$ cat config.mk
export PLATFORM = sky130hd
export DESIGN_NAME = ppe_color_out
export DESIGN_NICKNAME = d
export VERILOG_FILES = /design/src/design/ppe_pkg.sv /design/src/design/ppe_color_out.sv
export SDC_FILE = /design/constraint.sdc
export NUM_CORES = 1
export LEC_CHECK = 0
export BUFFER_PORTS_ARGS = -buffer_cell sky130_fd_sc_hd__buf_4
export CORE_AREA = 3 3 40 42
export CTS_BUF_LIST = sky130_fd_sc_hd__clkbuf_4 sky130_fd_sc_hd__clkbuf_8 sky130_fd_sc_hd__clkbuf_16
export CTS_CLUSTER_DIAMETER = 50
export DETAILED_ROUTE_END_ITERATION = 16
export DIE_AREA = 0 0 43 45
export HOLD_SLACK_MARGIN = 0.06
export SLEW_MARGIN = 10
export SYNTH_ARGS = -nofsm -noshare
export SYNTH_HDL_FRONTEND = slang
export SYNTH_SLANG_ARGS = --single-unit
$ cat constraint.sdc
create_clock -name clk_i -period 1.1 [get_ports clk_i]
set_input_delay 0.055 -clock clk_i [delete_from_list [all_inputs] [get_ports clk_i]]
set_output_delay 0.055 -clock clk_i [all_outputs]
set_load 0.005 [all_outputs]
$ cat src/design/ppe_pkg.sv
// ----------------------------------------------------------------------------
// ppe_pkg
// Shared types, constants and helpers of the palette pixel expander.
// ----------------------------------------------------------------------------
`default_nettype none

package ppe_pkg;

  localparam int unsigned PALETTE_ENTRIES = 256;
  localparam int unsigned PAL_AW = (PALETTE_ENTRIES > 1) ? $clog2(PALETTE_ENTRIES) : 1;

  typedef logic [PAL_AW-1:0] pal_addr_t;

  typedef enum logic [1:0] {
    BPP1 = 2'd0,
    BPP2 = 2'd1,
    BPP4 = 2'd2,
    BPP8 = 2'd3
  } bpp_mode_e;

  typedef enum logic {
    ACT_LOAD   = 1'b0,
    ACT_EXPAND = 1'b1
  } action_e;

  // Palette write port
  typedef struct packed {
    logic        we;
    pal_addr_t   addr;
    logic [23:0] data;
  } pal_wr_t;

  // Palette read port
  typedef struct packed {
    logic      re;
    pal_addr_t addr;
  } pal_rd_t;

  // Pixel beat issued toward the output stage
  typedef struct packed {
    logic valid;
    logic last;
    logic oor;
  } px_issue_t;

  // Slot number of the final pixel of a byte
  function automatic logic [2:0] last_slot(bpp_mode_e mode);
    logic [2:0] s;
    unique case (mode)
      BPP1:    s = 3'd7;
      BPP2:    s = 3'd3;
      BPP4:    s = 3'd1;
      default: s = 3'd0;
    endcase
    return s;
  endfunction

  // Palette index of slot k of a packed byte
  function automatic logic [7:0] pixel_index(logic [7:0] pkd, bpp_mode_e mode,
                                             logic [2:0] k);
    logic [7:0] idx;
    logic [2:0] sh;
    sh = 3'd6 - {k[1:0], 1'b0};
    unique case (mode)
      BPP1:    idx = {7'd0, pkd[k]};
      BPP2:    idx = {6'd0, pkd[sh +: 2]};
      BPP4:    idx = k[0] ? {4'd0, pkd[3:0]} : {4'd0, pkd[7:4]};
      default: idx = pkd;
    endcase
    return idx;
  endfunction

  function automatic logic index_in_range(logic [7:0] idx);
    return ({1'b0, idx} < 9'(PALETTE_ENTRIES));
  endfunction

  // Keep the top five bits of each channel; bit 5 stays zero
  function automatic logic [15:0] rgb888_to_rgb16(logic [23:0] e);
    return {e[23:19], e[15:11], 1'b0, e[7:3]};
  endfunction

endpackage

`default_nettype wire

$ cat src/design/ppe_color_out.sv
// ----------------------------------------------------------------------------
// ppe_color_out
// Output register: holds one pixel beat, formats the palette entry into the
// 16-bit color word and drives the result handshake.
// ----------------------------------------------------------------------------
`default_nettype none

module ppe_color_out (
  input  wire logic               clk_i,
  input  wire logic               rst_ni,
  input  wire ppe_pkg::px_issue_t issue_i,
  input  wire logic [23:0]        rd_data_i,
  output logic                    stage_ready_o,
  output logic                    out_valid_o,
  input  wire logic               out_ready_i,
  output logic [15:0]             pixel_color_o,
  output logic                    last_of_byte_o
);

  logic b_valid_q;
  logic b_last_q;
  logic b_oor_q;

  // advance when empty or when the held beat leaves this cycle
  assign stage_ready_o = !b_valid_q || out_ready_i;

  always_ff @(posedge clk_i or negedge rst_ni) begin
    if (!rst_ni) begin
      b_valid_q <= 1'b0;
    end else if (stage_ready_o) begin
      b_valid_q <= issue_i.valid;
    end
  end

  always_ff @(posedge clk_i) begin
    if (stage_ready_o && issue_i.valid) begin
      b_last_q <= issue_i.last;
      b_oor_q  <= issue_i.oor;
    end
  end

  assign out_valid_o    = b_valid_q;
  assign last_of_byte_o = b_last_q;
  assign pixel_color_o  = b_oor_q ? 16'd0 : ppe_pkg::rgb888_to_rgb16(rd_data_i);

endmodule

`default_nettype wire

==> metrics <==
leak pwr 0.000340 uW; final worst slack -0.0443 ns; global-route wire length before repair 1.15 mm; crit end category output pin; Power Dens Cells 817 nW/um^2; Via Count 329; Total GRT Usage 8.18%; CP arrival 1.09 ns; syn nets 54; Top Family by Delay on Critical Path flip-flops; PortBufs 38; clk_lat worst skew 0.23 ns; peak supply drop 0.474 mV; mapped cell area 255 sq um; Comb power frac 33.4%; Post-Route WL 794 microns; count of standard-cell rows 13; part of the power in the clock network 40.9%; most common cell after layout, fill and taps aside buf_4; distinct cell type count after synthesis 12; # nets final 101; Slew Limit Fails 0; Clock Sinks 3; post-route cell area 647 sq um; number of global-route vias before repair 309; Initial Util 19.9%; Synth top area share 24.0%; total setup violations reported at the end of the flow 10; hold_ws 0.103 ns; Max Cap Violations 0; commonest cells after routing, fill and taps aside 35 x buf_4, 8 x nor2b_2, 5 x buf_6, 4 x clkbuf_4, 4 x dlygate4sd3_1; fmax 0.874 GHz; Reg power frac 25.7%; total CTS buffers 3; switching part of the total power 20.5%; Placed Instances 77; failing checks setup timing; P_sw 108 uW; clock-pin slew on the worst setup and hold paths 0.04 ns; area grow syn2layout 153%; status finished with violations; Max stage delay on crit path 0.47 ns; non-filler cells in the finished layout 85; period utilisation layout 104%; crit-path max FO 7; clk_skew 0.000797 ns; Data required, critical path 1.04 ns; post-synthesis sequential area ratio 33.3%; Hold Path Class primary input to register; worst path bufs/invs 2; CORE AREA 1280 sq um; First-pass DRT Iterations 1; ant diodes 0; DRT antenna net count 0; GP Congestion 0.613; GRT overflow 0; fillers 132; initial antenna violation count 0; DIE WIDTH 43 microns; Area after DPL 556 sq um; crit start category register; Synth Instances 24; routed len/inst 9.34 microns; Via-to-Cell Ratio 3.87; Die Ht 45 microns; root buffer cell clkbuf_4; Hold Fails Final Rpt 0; largest net degree at the start of global routing 8; slowest CP cell edfxtp_1; Synth area leaders nor2b_2 24%, edfxtp_1 24%, and2b_2 10%; total power 528 uW; Initial DRC Count 0; CTS H-tree lvls 1; DR DRC count 0; Yosys top cell by area nor2b_2; clk buf depth 2; CTS tree yes; number of synthesized register bits 3; fin crit period 1.14 ns; Internal 420 uW; yosys warns 0; die footprint 1940 sq um; kind of critical path register to output pin; syn_area_per_cell 10.6 sq um; IO Count 49; RSZ-0062 raised after global routing true; dpl hpwl 661 microns; Critical Path, Cell by Cell buf_6 > nor2b_1 > buf_4; layout cells sized above 1 80.0%
==> worst register-to-register path, delay by kind of cell, from the launching register on <==
family           cells  cell delay [ns]
and+or+nand+nor      2             0.25
DFF                  1             0.40
==> cell usage after synthesis <==
cell / n
dfrtp_1: 1
and2_1: 1
and2b_2: 3
and2b_1: 2
nor2b_1: 3
nor2b_2: 7
buf_4: 1
nand2b_1: 1
nand2b_4: 1
edfxtp_1: 2
buf_6: 1
conb_1: 1
==> power groups by stage <==
| stage | Combinational (uW) | Clock (uW) | Sequential (uW) |
|---|---|---|---|
| global route | 192 | 229 | 137 |
| detailed placement | 159 | 0 | 137 |
| finish | 176 | 216 | 136 |
| CTS | 171 | 229 | 136 |
| global placement | 159 | 0 | 137 |
| floorplan | 53.5 | 0 | 136 |
==> metal layers <==
layer	GRT usage [%]	part of all wire, %	up-vias
met5	0	0	-
met4	7.23	0	0
met1	6.80	31	135
met3	3.59	23	0
li1	-	-	161
met2	14.7	45	33
==> cell families (layout without fill, tap and decap cells) <==
logic type	after synthesis	after routing	synth area share, %
and+or+nand+nor	18	18	57.8
DFF	3	3	33.3
buffers and inverters	2	48	7.35
other	1	1	1.47
==> final timing paths <==
path,start,end,slack (ns),depth (start not counted)
setup reg to reg,out_valid_o,last_of_byte_o,0.16,2
min in group asynchronous,rst_ni,out_valid_o,0.15,2
max in group asynchronous,rst_ni,out_valid_o,0.87,2
hold reg to reg,out_valid_o,out_valid_o,0.55,2
hold / removal,out_ready_i,out_valid_o,0.10,3
setup / recovery,b_oor_q,pixel_color_o[11],-0.04,3
==> sequential cells by signal, indices dropped and copies added (netlist names) <==
register	flops
b_oor_q	1
last_of_byte_o	1
out_valid_o	1
==> metrics by stage <==
stage	setup slack (ns)	utilization, %	setup TNS (ns)
2_1_floorplan	0.180	-	0
3_3_place_gp	0.184	43.2	0
3_5_place_dp	0.171	43.2	0
4_1_cts	-0.0662	48.7	-0.582
5_1_grt	-0.121	50.3	-1.29
6_report	-0.0443	50.3	-0.357
==> repair_timing <==
action,in CTS,in global routing
endpoints found under the setup margin,10,15
hold buffers,4,0
gates resized for setup,0,6
endpoints found under the hold margin,4,0
buffers inserted,0,0
==> layout make-up <==
cell class	instances	area [sq um]	share of cell area, %
clock buffers	4	30.0	4.64
multi-input cells	19	154	23.8
flip-flops and latches	3	85.1	13.2
well taps	15	18.8	2.90
repair buffers	44	359	55.5
Power figures use the tool's default switching activity.
