--- config.mk ---
export PLATFORM = sky130hd
export DESIGN_NAME = ppe_unpack
export DESIGN_NICKNAME = d
export VERILOG_FILES = /design/src/design/ppe_pkg.sv /design/src/design/ppe_unpack.sv
export SDC_FILE = /design/constraint.sdc
export NUM_CORES = 1
export LEC_CHECK = 0
export BUFFER_PORTS_ARGS = -buffer_cell sky130_fd_sc_hd__buf_2
export CAP_MARGIN = 20
export CORE_MARGIN = 2
export CORE_UTILIZATION = 40
export CTS_CLUSTER_DIAMETER = 120
export DETAILED_ROUTE_END_ITERATION = 7
export PLACE_DENSITY = 0.81
export SETUP_SLACK_MARGIN = 0.05
export SLEW_MARGIN = 15
export SYNTH_ARGS = -nofsm -noshare
export SYNTH_HDL_FRONTEND = slang
export SYNTH_SLANG_ARGS = --single-unit
export TNS_END_PERCENT = 100
--- constraint.sdc ---
create_clock -name clk_i -period 2.2 [get_ports clk_i]
set_clock_uncertainty 0.2 [all_clocks]
set_input_delay 0.22 -clock clk_i [delete_from_list [all_inputs] [get_ports clk_i]]
set_output_delay 0.22 -clock clk_i [all_outputs]
set_load 0.01 [all_outputs]
--- src/design/ppe_pkg.sv ---
// ----------------------------------------------------------------------------
// ppe_pkg
// Shared types, constants and helpers of the palette pixel expander.
// ----------------------------------------------------------------------------
`default_nettype none

package ppe_pkg;

  localparam int unsigned PALETTE_ENTRIES = 256;
  localparam int unsigned PAL_AW = (PALETTE_ENTRIES > 1) ? $clog2(PALETTE_ENTRIES) : 1;

  typedef logic [PAL_AW-1:0] pal_addr_t;

  typedef enum logic [1:0] {
    BPP1 = 2'd0,
    BPP2 = 2'd1,
    BPP4 = 2'd2,
    BPP8 = 2'd3
  } bpp_mode_e;

  typedef enum logic {
    ACT_LOAD   = 1'b0,
    ACT_EXPAND = 1'b1
  } action_e;

  // Palette write port
  typedef struct packed {
    logic        we;
    pal_addr_t   addr;
    logic [23:0] data;
  } pal_wr_t;

  // Palette read port
  typedef struct packed {
    logic      re;
    pal_addr_t addr;
  } pal_rd_t;

  // Pixel beat issued toward the output stage
  typedef struct packed {
    logic valid;
    logic last;
    logic oor;
  } px_issue_t;

  // Slot number of the final pixel of a byte
  function automatic logic [2:0] last_slot(bpp_mode_e mode);
    logic [2:0] s;
    unique case (mode)
      BPP1:    s = 3'd7;
      BPP2:    s = 3'd3;
      BPP4:    s = 3'd1;
      default: s = 3'd0;
    endcase
    return s;
  endfunction

  // Palette index of slot k of a packed byte
  function automatic logic [7:0] pixel_index(logic [7:0] pkd, bpp_mode_e mode,
                                             logic [2:0] k);
    logic [7:0] idx;
    logic [2:0] sh;
    sh = 3'd6 - {k[1:0], 1'b0};
    unique case (mode)
      BPP1:    idx = {7'd0, pkd[k]};
      BPP2:    idx = {6'd0, pkd[sh +: 2]};
      BPP4:    idx = k[0] ? {4'd0, pkd[3:0]} : {4'd0, pkd[7:4]};
      default: idx = pkd;
    endcase
    return idx;
  endfunction

  function automatic logic index_in_range(logic [7:0] idx);
    return ({1'b0, idx} < 9'(PALETTE_ENTRIES));
  endfunction

  // Keep the top five bits of each channel; bit 5 stays zero
  function automatic logic [15:0] rgb888_to_rgb16(logic [23:0] e);
    return {e[23:19], e[15:11], 1'b0, e[7:3]};
  endfunction

endpackage

`default_nettype wire

--- src/design/ppe_unpack.sv ---
// ----------------------------------------------------------------------------
// ppe_unpack
// Input register and pixel sequencer: holds one beat, writes the palette for
// load beats and walks the pixel slots of an expand beat, one per cycle while the output stage is ready.
// ----------------------------------------------------------------------------
`default_nettype none

module ppe_unpack (
  input  wire logic              clk_i,
  input  wire logic              rst_ni,
  input  wire logic              cfg_we_i,
  input  wire logic [1:0]        cfg_wdata_i,
  input  wire logic              in_valid_i,
  output logic                   in_ready_o,
  input  wire logic              action_i,
  input  wire logic [7:0]        entry_index_i,
  input  wire logic [7:0]        red_value_i,
  input  wire logic [7:0]        green_value_i,
  input  wire logic [7:0]        blue_value_i,
  input  wire logic [7:0]        packed_byte_i,
  input  wire logic              stage_ready_i,
  output ppe_pkg::px_issue_t     issue_o,
  output ppe_pkg::pal_wr_t       pal_wr_o,
  output ppe_pkg::pal_rd_t       pal_rd_o
);

  ppe_pkg::bpp_mode_e mode_q;

  logic        a_valid_q, a_valid_d;
  logic        a_load_q;
  logic [2:0]  a_k_q, a_k_d;
  logic [7:0]  a_byte_q;
  logic [7:0]  a_entry_q;
  logic [23:0] a_rgb_q;

  logic       accept;
  logic       issue;
  logic       last_pix;
  logic       done;
  logic [7:0] idx;

  always_ff @(posedge clk_i or negedge rst_ni) begin
    if (!rst_ni) begin
      mode_q <= ppe_pkg::BPP8;
    end else if (cfg_we_i) begin
      mode_q <= ppe_pkg::bpp_mode_e'(cfg_wdata_i);
    end
  end

  always_comb begin
    idx      = ppe_pkg::pixel_index(a_byte_q, mode_q, a_k_q);
    last_pix = (a_k_q == ppe_pkg::last_slot(mode_q));
    issue    = a_valid_q && !a_load_q && stage_ready_i;
    // a load beat retires as soon as it is held; an expand beat on its last pixel
    done     = a_valid_q && (a_load_q || (stage_ready_i && last_pix));
    in_ready_o = !a_valid_q || done;
    accept   = in_valid_i && in_ready_o;

    a_valid_d = a_valid_q;
    a_k_d     = a_k_q;
    if (accept) begin
      a_valid_d = 1'b1;
      a_k_d     = 3'd0;
    end else if (done) begin
      a_valid_d = 1'b0;
    end else if (issue) begin
      a_k_d = a_k_q + 3'd1;
    end
  end

  always_ff @(posedge clk_i or negedge rst_ni) begin
    if (!rst_ni) begin
      a_valid_q <= 1'b0;
      a_k_q     <= 3'd0;
    end else begin
      a_valid_q <= a_valid_d;
      a_k_q     <= a_k_d;
    end
  end

  always_ff @(posedge clk_i) begin
    if (accept) begin
      a_load_q  <= (action_i == ppe_pkg::ACT_LOAD);
      a_byte_q  <= packed_byte_i;
      a_entry_q <= entry_index_i;
      a_rgb_q   <= {red_value_i, green_value_i, blue_value_i};
    end
  end

  always_comb begin
    pal_wr_o.we   = a_valid_q && a_load_q && ppe_pkg::index_in_range(a_entry_q);
    pal_wr_o.addr = a_entry_q[ppe_pkg::PAL_AW-1:0];
    pal_wr_o.data = a_rgb_q;

    pal_rd_o.re   = issue;
    pal_rd_o.addr = idx[ppe_pkg::PAL_AW-1:0];

    issue_o.valid = issue;
    issue_o.last  = last_pix;
    issue_o.oor   = !ppe_pkg::index_in_range(idx);
  end

endmodule

`default_nettype wire

==> impl_metrics.py, run 1 <==
metrics = {
    "global_routing": {
        "grt_max_degree": 26,
        "top_usage_layer": "met2",
        "antenna_found_initial": 0,
        "globalRouteMet3Util_pct": 8.92,
        "grt_pass1_vias": 1544,
        "grt_first_pass_wirelength_mm": 7.42,
        "grt_use_total_pct": 18.7,
        "grt_util_met1_pct": 20.7,
        "grt_overflow": 0,
        "grt_use_met2_pct": 32.8,
    },
    "cts": {
        "htree_levels": 2,
        "cts_buffers": 5,
        "cts-root-buf": "clkbuf_8",
        "clk_pin_slew_ns": 0.08,
        "cts.sinks": 47,
        "cts_tree": "done",
        "clkLatencyLatePin_ns": 0.29,
        "clock_path_buffers": 2,
    },
    "sta": {
        "rsz0062_at_grt": "true",
        "finalCriticalPeriod_ns": 2.17,
        "max_freq_ghz": 0.460,
        "worst_slack_ns": 0.0269,
        "tns_ns": 0,
        "slew_viol_final": 0,
        "period_share_pct": 98.8,
        "finalSetupViolCount": 0,
        "hold_viol_final": 0,
    },
    "logic_synthesis": {
        "synth.yosys.warnings": 0,
        "synth_enable_flop_cells": 41,
        "yosysSeqAreaShare_pct": 71.9,
        "async_flop_share_pct": 12.8,
        "yosysUniqueCellTypes": 34,
        "synthesis.area_um2": 1920,
        "synth_nets": 164,
        "syn_inst": 115,
        "synth_seq_cells": 47,
        "synth_ff_type": "edfxtp_1",
        "postSynthAreaPerCell_um2": 16.7,
    },
    "layout": {
        "syn_to_final_growth_pct": 61.8,
        "drive_above_1_share_pct": 49.6,
        "nNetsFinal": 316,
        "diodes": 0,
        "final_cells": 322,
    },
    "placement": {
        "place_ws_ns": 0.0906,
        "gp_congestion": 0.882,
        "dp.cells": 258,
        "io_buffers": 92,
        "place_hpwl_mm": 2.89,
    },
    "hold_path": {
        "whs_endpoint": "a_valid_q$_DFFE_PN0P_",
        "worstHoldPathType": "in -> reg",
        "min_delay_path_depth": 3,
        "worstHoldStart": "stage_ready_i",
    },
    "critical_path": {
        "worstPathArrival_ns": 1.75,
        "reg2reg_from": "a_k_q[1]$_DFFE_PN0P_",
        "path_class": "reg -> out",
        "end_kind": "output port",
        "cp_max_fo": 4,
        "reg2reg_depth": 7,
        "cp-start-kind": "flip-flop",
        "reg2reg_to": "a_byte_q[5]$_DFFE_PP_",
        "r2r_slack_ns": 0.12,
        "cp_data_required_time_ns": 1.78,
    },
    "die": {
        "rows": 25,
        "die_h_um": 73.4,
        "die_w_um": 73.4,
        "dieArea_um2": 5380,
        "initial_core_util_pct": 41.0,
        "core-area_um2": 4690,
        "ios": 94,
    },
    "route": {
        "first_iter_violations": 34,
        "drc": 0,
        "drt-wirelength-per-cell_um": 14.9,
        "antenna_left": 0,
        "viasPerCell": 4.69,
        "vias": 1509,
        "routed_wirelength_mm": 4.79,
        "firstDrtPassIters": 4,
    },
    "job": {
        "max-cap-violations": 0,
    },
    "power_and_ir_drop": {
        "leakagePower_nw": 1.36,
        "power_density_nw_per_um2": 677,
        "vdd_ir_drop_max_uv": 471,
    },
    "status": {
        "status": "finished, final reports clean",
    },
}
routing by layer:
metal | routed length, µm | part of all wire [%] | vias up
met4 | 33 | 0.69 | 0
li1 | - | - | 732
met5 | 0 | 0 | -
met3 | 501 | 10 | 5
met1 | 1820 | 38 | 694
met2 | 2440 | 51 | 78
state kept, by name (all words and copies together), names as in the netlist:
name,count
a_rgb_q,24
mode_q,2
a_k_q,3
a_load_q,1
a_byte_q,8
a_valid_q,1
a_entry_q,8
power by group:
part,internal [mW],switching (mW)
Sequential,1.06,0.0393
Combinational,0.288,0.231
Clock,0.221,0.270
worst max path at each step:
stage                                startpoint                     to  slack, ns  cells after the start
after global placement     a_k_q[1]$_DFFE_PN0P_  a_rgb_q[20]$_DFFE_PP_       0.14                      6
after global routing       a_k_q[0]$_DFFE_PN0P_            pal_rd_o[1]      -0.02                      4
after detailed placement   a_k_q[1]$_DFFE_PN0P_   a_rgb_q[6]$_DFFE_PP_       0.09                      6
final                      a_k_q[0]$_DFFE_PN0P_            pal_rd_o[1]       0.03                      4
after floorplan           mode_q[1]$_DFFE_PN1P_  a_byte_q[0]$_DFFE_PP_       0.11                      5
after CTS                  a_k_q[0]$_DFFE_PN0P_            pal_rd_o[1]      0.002                      4
per-stage QoR:
| stage | hold slack (ns) | power (mW) | utilization, % | area (µm²) |
|---|---|---|---|---|
| 6_report | 0.0635 | 2.11 | 66.4 | 3110 |
| 5_1_grt | 0.0753 | 2.21 | 66.4 | 3110 |
| 4_1_cts | 0.0496 | 2.10 | 65.7 | 3080 |
| 3_5_place_dp | -0.143 | 1.51 | 52.4 | 2460 |
| 3_3_place_gp | -0.145 | 1.50 | 52.4 | 2460 |
| 2_1_floorplan | -0.276 | 1.36 | - | 1920 |
synthesized netlist by cell type, types with 2 or more instances:
cell,instances,area share (%)
a21boi_0,2,0.78
and2_1,2,0.65
a22o_1,2,0.91
a21oi_1,2,0.52
and3_1,4,1.3
clkbuf_1,2,0.39
edfxtp_1,41,64
nand2b_1,3,0.98
dfstp_2,2,2.7
o21ai_0,3,0.78
nand2_1,7,1.4
nor3_1,2,0.52
nor2_1,5,0.98
inv_1,3,0.59
dfrtp_1,4,5.2
buf_4,5,2.0
mux2i_1,3,1.6
mux4_2,4,4.7
mux2_2,4,2.3
cell families (layout without fill, tap and decap cells):
kind of cell | after synthesis | after routing | synth area share (%)
adder cells (fa/ha/maj) | 1 | 1 | 0.650
AND/OR/NAND/NOR | 29 | 29 | 8.45
other | 1 | 1 | 0.195
AO/OA/AOI/OAI | 15 | 15 | 6.70
flip-flops | 47 | 47 | 71.9
multiplexers | 11 | 11 | 8.58
buffers and inverters | 11 | 164 | 3.51
critical path, stage by stage, from the launching register on:
cell	delay (ns)
dfrtp_2	0.40
mux4_2	0.49
mux2_4	0.27
a22o_1	0.17
buf_2	0.13
layout make-up:
cell class | instances | area (µm²)
Timing Repair Buffer | 153 | 1060
Clock buffer | 5 | 68.8
Clock inverter | 3 | 20.0
Fill cell | 335 | 1580
Inverter | 3 | 11.3
Tap cell | 54 | 67.6
Multi-Input combinational cell | 57 | 495
Sequential cell | 47 | 1390
cells in the final DEF (no fill, tap or decap), types with 2 or more instances in the layout:
cell           instances
mux4_2                 4
a21boi_0               2
a22o_1                 2
clkbuf_8               5
nor3_1                 2
dfrtp_2                2
dlygate4sd3_1         47
dfstp_2                2
edfxtp_1              41
and2_1                 2
nand2b_1               3
mux2i_1                3
o21ai_0                3
nor2_1                 4
buf_12                 2
buf_2                 92
dfrtp_1                2
mux2_2                 3
and3_1                 4
inv_1                  3
nand2_1                7
buf_4                 11
timing repair:
action / CTS / global route
hold endpoints to repair: 50 / 0
endpoints found under the setup margin: 2 / 44
hold buffers: 47 / 0
pin swaps: 1 / 2
gates resized for setup: 7 / 1
buffers inserted: 6 / 3
No activity file was read; power rests on OpenSTA's default activity.
==> run 2: changes to the inputs <==
Settings changed: HOLD_SLACK_MARGIN set to 0.12.
==> run 2 against run 1 <==
Via count rose by 0.73%. First-iteration DRC count rose by 35%. Maximum frequency barely moved. Sequential cell count did not move. Combinational power barely moved. Cell count rose by 0.62%. Die area did not move. Hold slack improved by 0.16 ns. Critical path depth did not move. Clock power barely moved. Clock-buffer cell count did not move.
==> impl_metrics.py, run 2 (same netlist as run 1, synthesis figures left out) <==
metrics = {
    "critical_path": {
        "reg2reg_from": "a_k_q[1]$_DFFE_PN0P_",
        "cp_data_required_time_ns": 1.78,
        "r2r_slack_ns": 0.12,
        "end_kind": "output port",
        "critical_path.max_stage_delay_ns": 0.49,
        "slowest_stage": "mux4_2",
        "reg2reg_to": "a_byte_q[5]$_DFFE_PP_",
        "cp_max_fo": 4,
        "path_class": "reg -> out",
        "cp-start-kind": "flip-flop",
        "cp_cell_sequence": "mux4_2 > mux2_4 > a22o_1 > buf_2",
        "worstPathArrival_ns": 1.75,
        "reg2reg_depth": 7,
    },
    "route": {
        "routed_wirelength_mm": 4.84,
        "antenna_left": 0,
        "drt-wirelength-per-cell_um": 14.9,
        "first_iter_violations": 46,
        "viasPerCell": 4.69,
        "vias": 1520,
        "firstDrtPassIters": 4,
        "drc": 0,
    },
    "layout": {
        "largest_reg_flops": 24,
        "drive_above_1_share_pct": 49.3,
        "diodes": 0,
        "nNetsFinal": 318,
        "reg_top3": "a_rgb_q: 24 flops, a_byte_q: 8 flops, a_entry_q: 8 flops",
        "mostFrequentLayoutCell": "buf_2",
        "fin_area_um2": 3130,
        "post-route-util_pct": 66.8,
        "syn_to_final_growth_pct": 62.9,
        "final_cell_mix": "buf_2 (92), dlygate4sd3_1 (49), edfxtp_1 (41)",
        "regMostFlops": "a_rgb_q",
    },
    "sta": {
        "period_share_pct": 98.8,
        "finalSetupViolCount": 0,
        "finalCriticalPeriod_ns": 2.17,
        "holdWs_ns": 0.218,
        "slew_viol_final": 0,
        "max_freq_ghz": 0.460,
        "rsz0062_at_grt": "true",
        "worst_slack_ns": 0.0261,
        "hold_viol_final": 0,
    },
    "cts": {
        "htree_levels": 2,
        "clk_pin_slew_ns": 0.08,
        "cts_tree": "done",
        "cts-root-buf": "clkbuf_8",
        "cts_buffers": 5,
        "clock_path_buffers": 2,
        "cts.sinks": 47,
        "clkLatencyLatePin_ns": 0.29,
    },
    "die": {
        "dieArea_um2": 5380,
        "initial_core_util_pct": 41.0,
        "rows": 25,
        "core-area_um2": 4690,
        "die_w_um": 73.4,
        "die_h_um": 73.4,
        "ios": 94,
    },
    "global_routing": {
        "antenna_found_initial": 0,
        "grt_first_pass_wirelength_mm": 7.45,
        "grt_overflow": 0,
        "grt_pass1_vias": 1555,
        "grt_max_degree": 26,
        "grt_use_total_pct": 18.8,
    },
    "power_and_ir_drop": {
        "leakagePower_nw": 1.36,
        "vdd_ir_drop_max_uv": 471,
        "power.total_mw": 2.11,
        "power_density_nw_per_um2": 673,
    },
    "placement": {
        "io_buffers": 92,
        "placed_cell_area_um2": 2460,
        "place_ws_ns": 0.0906,
        "gp_congestion": 0.882,
        "place_hpwl_mm": 2.89,
    },
    "status": {
        "status": "finished, final reports clean",
    },
    "job": {
        "max-cap-violations": 0,
    },
    "hold_path": {
        "worstHoldPathType": "in -> async",
    },
}
[run 2: changes by cell type in the layout (fill, tap and decap cells not counted), sizes merged]
| cell | delta |
|---|---|
| dlygate4sd3 | +2 |
[run 2: repair_timing]
item,4_1_cts,5_1_grt
pin swaps,1,2
hold buffers,49,0
endpoints found under the hold margin,51,0
gates resized for setup,7,1
endpoints found under the setup margin,2,44
buffers inserted,6,3
[run 2: area by class of cell]
class	instances	area, µm²
clock inverters	3	20.0
clock buffers	5	68.8
repair buffers	155	1080
flip-flops and latches	47	1390
well taps	54	67.6
inverters	3	11.3
multi-input cells	57	495
fillers	334	1560
[run 2: worst max-delay path, delay by kind of cell, from the launching register on]
| family | cells | cell delay (ns) |
|---|---|---|
| compound gates | 1 | 0.17 |
| flops | 1 | 0.40 |
| mux | 2 | 0.76 |
| buf+inv | 1 | 0.13 |
[run 2: how the worst max path moves through the flow]
stage,start,endpoint,slack (ns)
6_report,a_k_q[0]$_DFFE_PN0P_,pal_rd_o[1],0.03
5_1_grt,a_k_q[0]$_DFFE_PN0P_,pal_rd_o[1],-0.02
4_1_cts,a_k_q[0]$_DFFE_PN0P_,pal_rd_o[1],0.002
3_5_place_dp,a_k_q[1]$_DFFE_PN0P_,a_rgb_q[6]$_DFFE_PP_,0.09
3_3_place_gp,a_k_q[1]$_DFFE_PN0P_,a_rgb_q[20]$_DFFE_PP_,0.14
2_1_floorplan,mode_q[1]$_DFFE_PN1P_,a_byte_q[0]$_DFFE_PP_,0.11
[run 2: metal layers]
metal	global-route usage (%)	routed length (µm)	up-vias
met2	32.9	2480	86
met5	0	0	-
li1	-	-	736
met3	8.78	518	7
met4	3.64	34	0
met1	21.0	1800	691
[run 2: through the flow]
stage          cells  setup TNS, ns
2_1_floorplan    115              0
3_3_place_gp     258              0
3_5_place_dp     258              0
4_1_cts          321              0
5_1_grt          324        -0.0290
6_report         324              0
[run 2: report_power, final]
part           internal, mW  total [mW]  leakage (nW)  switching [mW]
clock network         0.221       0.490        0.0418           0.269
registers              1.06        1.10         0.461          0.0394
logic                 0.291       0.522         0.862           0.232
==> run 3: changes to the inputs <==
Settings changed: CORE_UTILIZATION 40 to 25, PLACE_DENSITY 0.81 to 0.57, SETUP_SLACK_MARGIN 0.05 to unset.
==> run 3 against run 2 <==
The flow now finishes with violations (negative setup slack). Combinational power rose by 4.0%. Sequential share of layout area fell by 1.2 points. Utilization fell by 23 points. Highest routed layer unchanged. Die area rose by 56%. Power rose by 0.51%. Critical path depth did not move.
==> impl_metrics.py, run 3 (same netlist as run 1, synthesis figures left out) <==
metrics = {
    "status": {
        "status": "finished with violations",
        "violations": "negative setup slack",
    },
    "die": {
        "rows": 31,
        "dieArea_um2": 8420,
        "die_w_um": 91.7,
        "ios": 94,
        "initial_core_util_pct": 26.1,
        "die_h_um": 91.7,
        "core-area_um2": 7370,
    },
    "cts": {
        "clk_pin_slew_ns": 0.08,
        "cts-root-buf": "clkbuf_8",
        "htree_levels": 2,
        "clkLatencyLatePin_ns": 0.28,
        "cts_tree": "done",
        "cts_buffers": 5,
        "clock_path_buffers": 2,
        "cts.sinks": 47,
    },
    "global_routing": {
        "grt_first_pass_wirelength_mm": 7.67,
        "grt_overflow": 0,
        "grt_use_met2_pct": 19.7,
        "antenna_found_initial": 0,
        "top_usage_layer": "met2",
        "grt_use_total_pct": 11.5,
        "grt_max_degree": 17,
        "globalRouteMet3Util_pct": 4.77,
        "grt_util_met1_pct": 12.7,
        "grt_pass1_vias": 1700,
    },
    "layout": {
        "reg_top3": "a_rgb_q: 24 flops, a_byte_q: 8 flops, a_entry_q: 8 flops",
        "mostFrequentLayoutCell": "buf_2",
        "regMostFlops": "a_rgb_q",
        "final_cell_mix": "buf_2 (92), dlygate4sd3_1 (49), edfxtp_1 (41)",
        "drive_above_1_share_pct": 49.5,
        "syn_to_final_growth_pct": 67.4,
        "nNetsFinal": 321,
        "diodes": 0,
        "largest_reg_flops": 24,
    },
    "placement": {
        "place_hpwl_mm": 3.17,
        "place_ws_ns": 0.117,
        "io_buffers": 92,
        "gp_congestion": 0.753,
    },
    "route": {
        "viasPerCell": 4.12,
        "antenna_left": 0,
        "first_iter_violations": 33,
        "vias": 1532,
        "firstDrtPassIters": 4,
        "drc": 0,
        "routed_wirelength_mm": 4.86,
        "drt-wirelength-per-cell_um": 13.1,
    },
    "power_and_ir_drop": {
        "vdd_ir_drop_max_uv": 596,
        "power_density_nw_per_um2": 658,
        "leakagePower_nw": 1.39,
    },
    "critical_path": {
        "path_class": "reg -> out",
        "cp_data_required_time_ns": 1.78,
        "cp_max_fo": 4,
        "end_kind": "output port",
        "worstPathArrival_ns": 1.83,
        "cp-start-kind": "flip-flop",
    },
    "sta": {
        "finalCriticalPeriod_ns": 2.25,
        "hold_viol_final": 0,
        "rsz0062_at_grt": "true",
        "max_freq_ghz": 0.445,
        "tns_ns": -0.0461,
        "period_share_pct": 102,
        "holdWs_ns": 0.145,
        "worst_slack_ns": -0.0461,
        "slew_viol_final": 0,
        "finalSetupViolCount": 1,
    },
    "job": {
        "max-cap-violations": 0,
    },
    "hold_path": {
        "worstHoldPathType": "in -> reg",
    },
}
-- run 3: worst paths after layout --
check	endpoint	startpoint	slack, ns	cells past startpoint
worst max register to register	a_valid_q$_DFFE_PN0P_	mode_q[0]$_DFFE_PN1P_	0.08	6
worst min register to register	a_k_q[2]$_DFFE_PN0P_	a_load_q$_DFFE_PP_	0.50	4
worst min-delay path	a_k_q[2]$_DFFE_PN0P_	stage_ready_i	0.15	4
worst max-delay path	pal_rd_o[1]	a_k_q[0]$_DFFE_PN0P_	-0.05	4
min in group asynchronous	mode_q[1]$_DFFE_PN1P_	rst_ni	0.26	2
max in group asynchronous	a_k_q[1]$_DFFE_PN0P_	rst_ni	0.90	3
-- run 3: cell type report --
type | instances | area [µm²]
multi-input combinational | 57 | 499
sequential | 47 | 1390
inverter | 3 | 11.3
clock inverter | 1 | 5.00
clock buffer | 7 | 76.3
tap | 99 | 124
fill | 661 | 4150
timing repair buffer | 158 | 1120
-- run 3: layer usage --
| layer | vias up | routed length, µm | share of wire [%] |
|---|---|---|---|
| met5 | - | 0 | 0 |
| met4 | 0 | 80 | 1.6 |
| met3 | 6 | 484 | 10 |
| met2 | 76 | 2360 | 49 |
| met1 | 706 | 1940 | 40 |
| li1 | 744 | - | - |
-- run 3: power breakdown --
group | switching (mW) | internal, mW | leakage (nW)
clock | 0.256 | 0.223 | 0.0422
sequential | 0.0409 | 1.06 | 0.461
combinational | 0.234 | 0.309 | 0.886
total | 0.531 | 1.59 | 1.39
-- run 3: metrics by stage --
stage                     util, %  cell area, µm²  instances  power, mW
after floorplan                 -            1920        115       1.36
after global placement       34.5            2540        305       1.53
after detailed placement     34.5            2540        305       1.53
after CTS                    42.9            3160        366       2.11
after global routing         43.7            3220        372       2.23
final                        43.7            3220        372       2.12
-- run 3: worst max-delay path, stage by stage, from the launching register on --
cell and delay [ns]:
dfrtp_2 0.41, mux4_2 0.50, mux2_4 0.27, a22o_1 0.21
buf_2 0.14
-- run 3: what timing repair did --
item	in CTS	in global routing
pin swaps	0	3
endpoints found under the setup margin	2	3
hold buffers	49	0
resized for setup	5	4
setup buffers	4	6
hold endpoints to repair	51	0
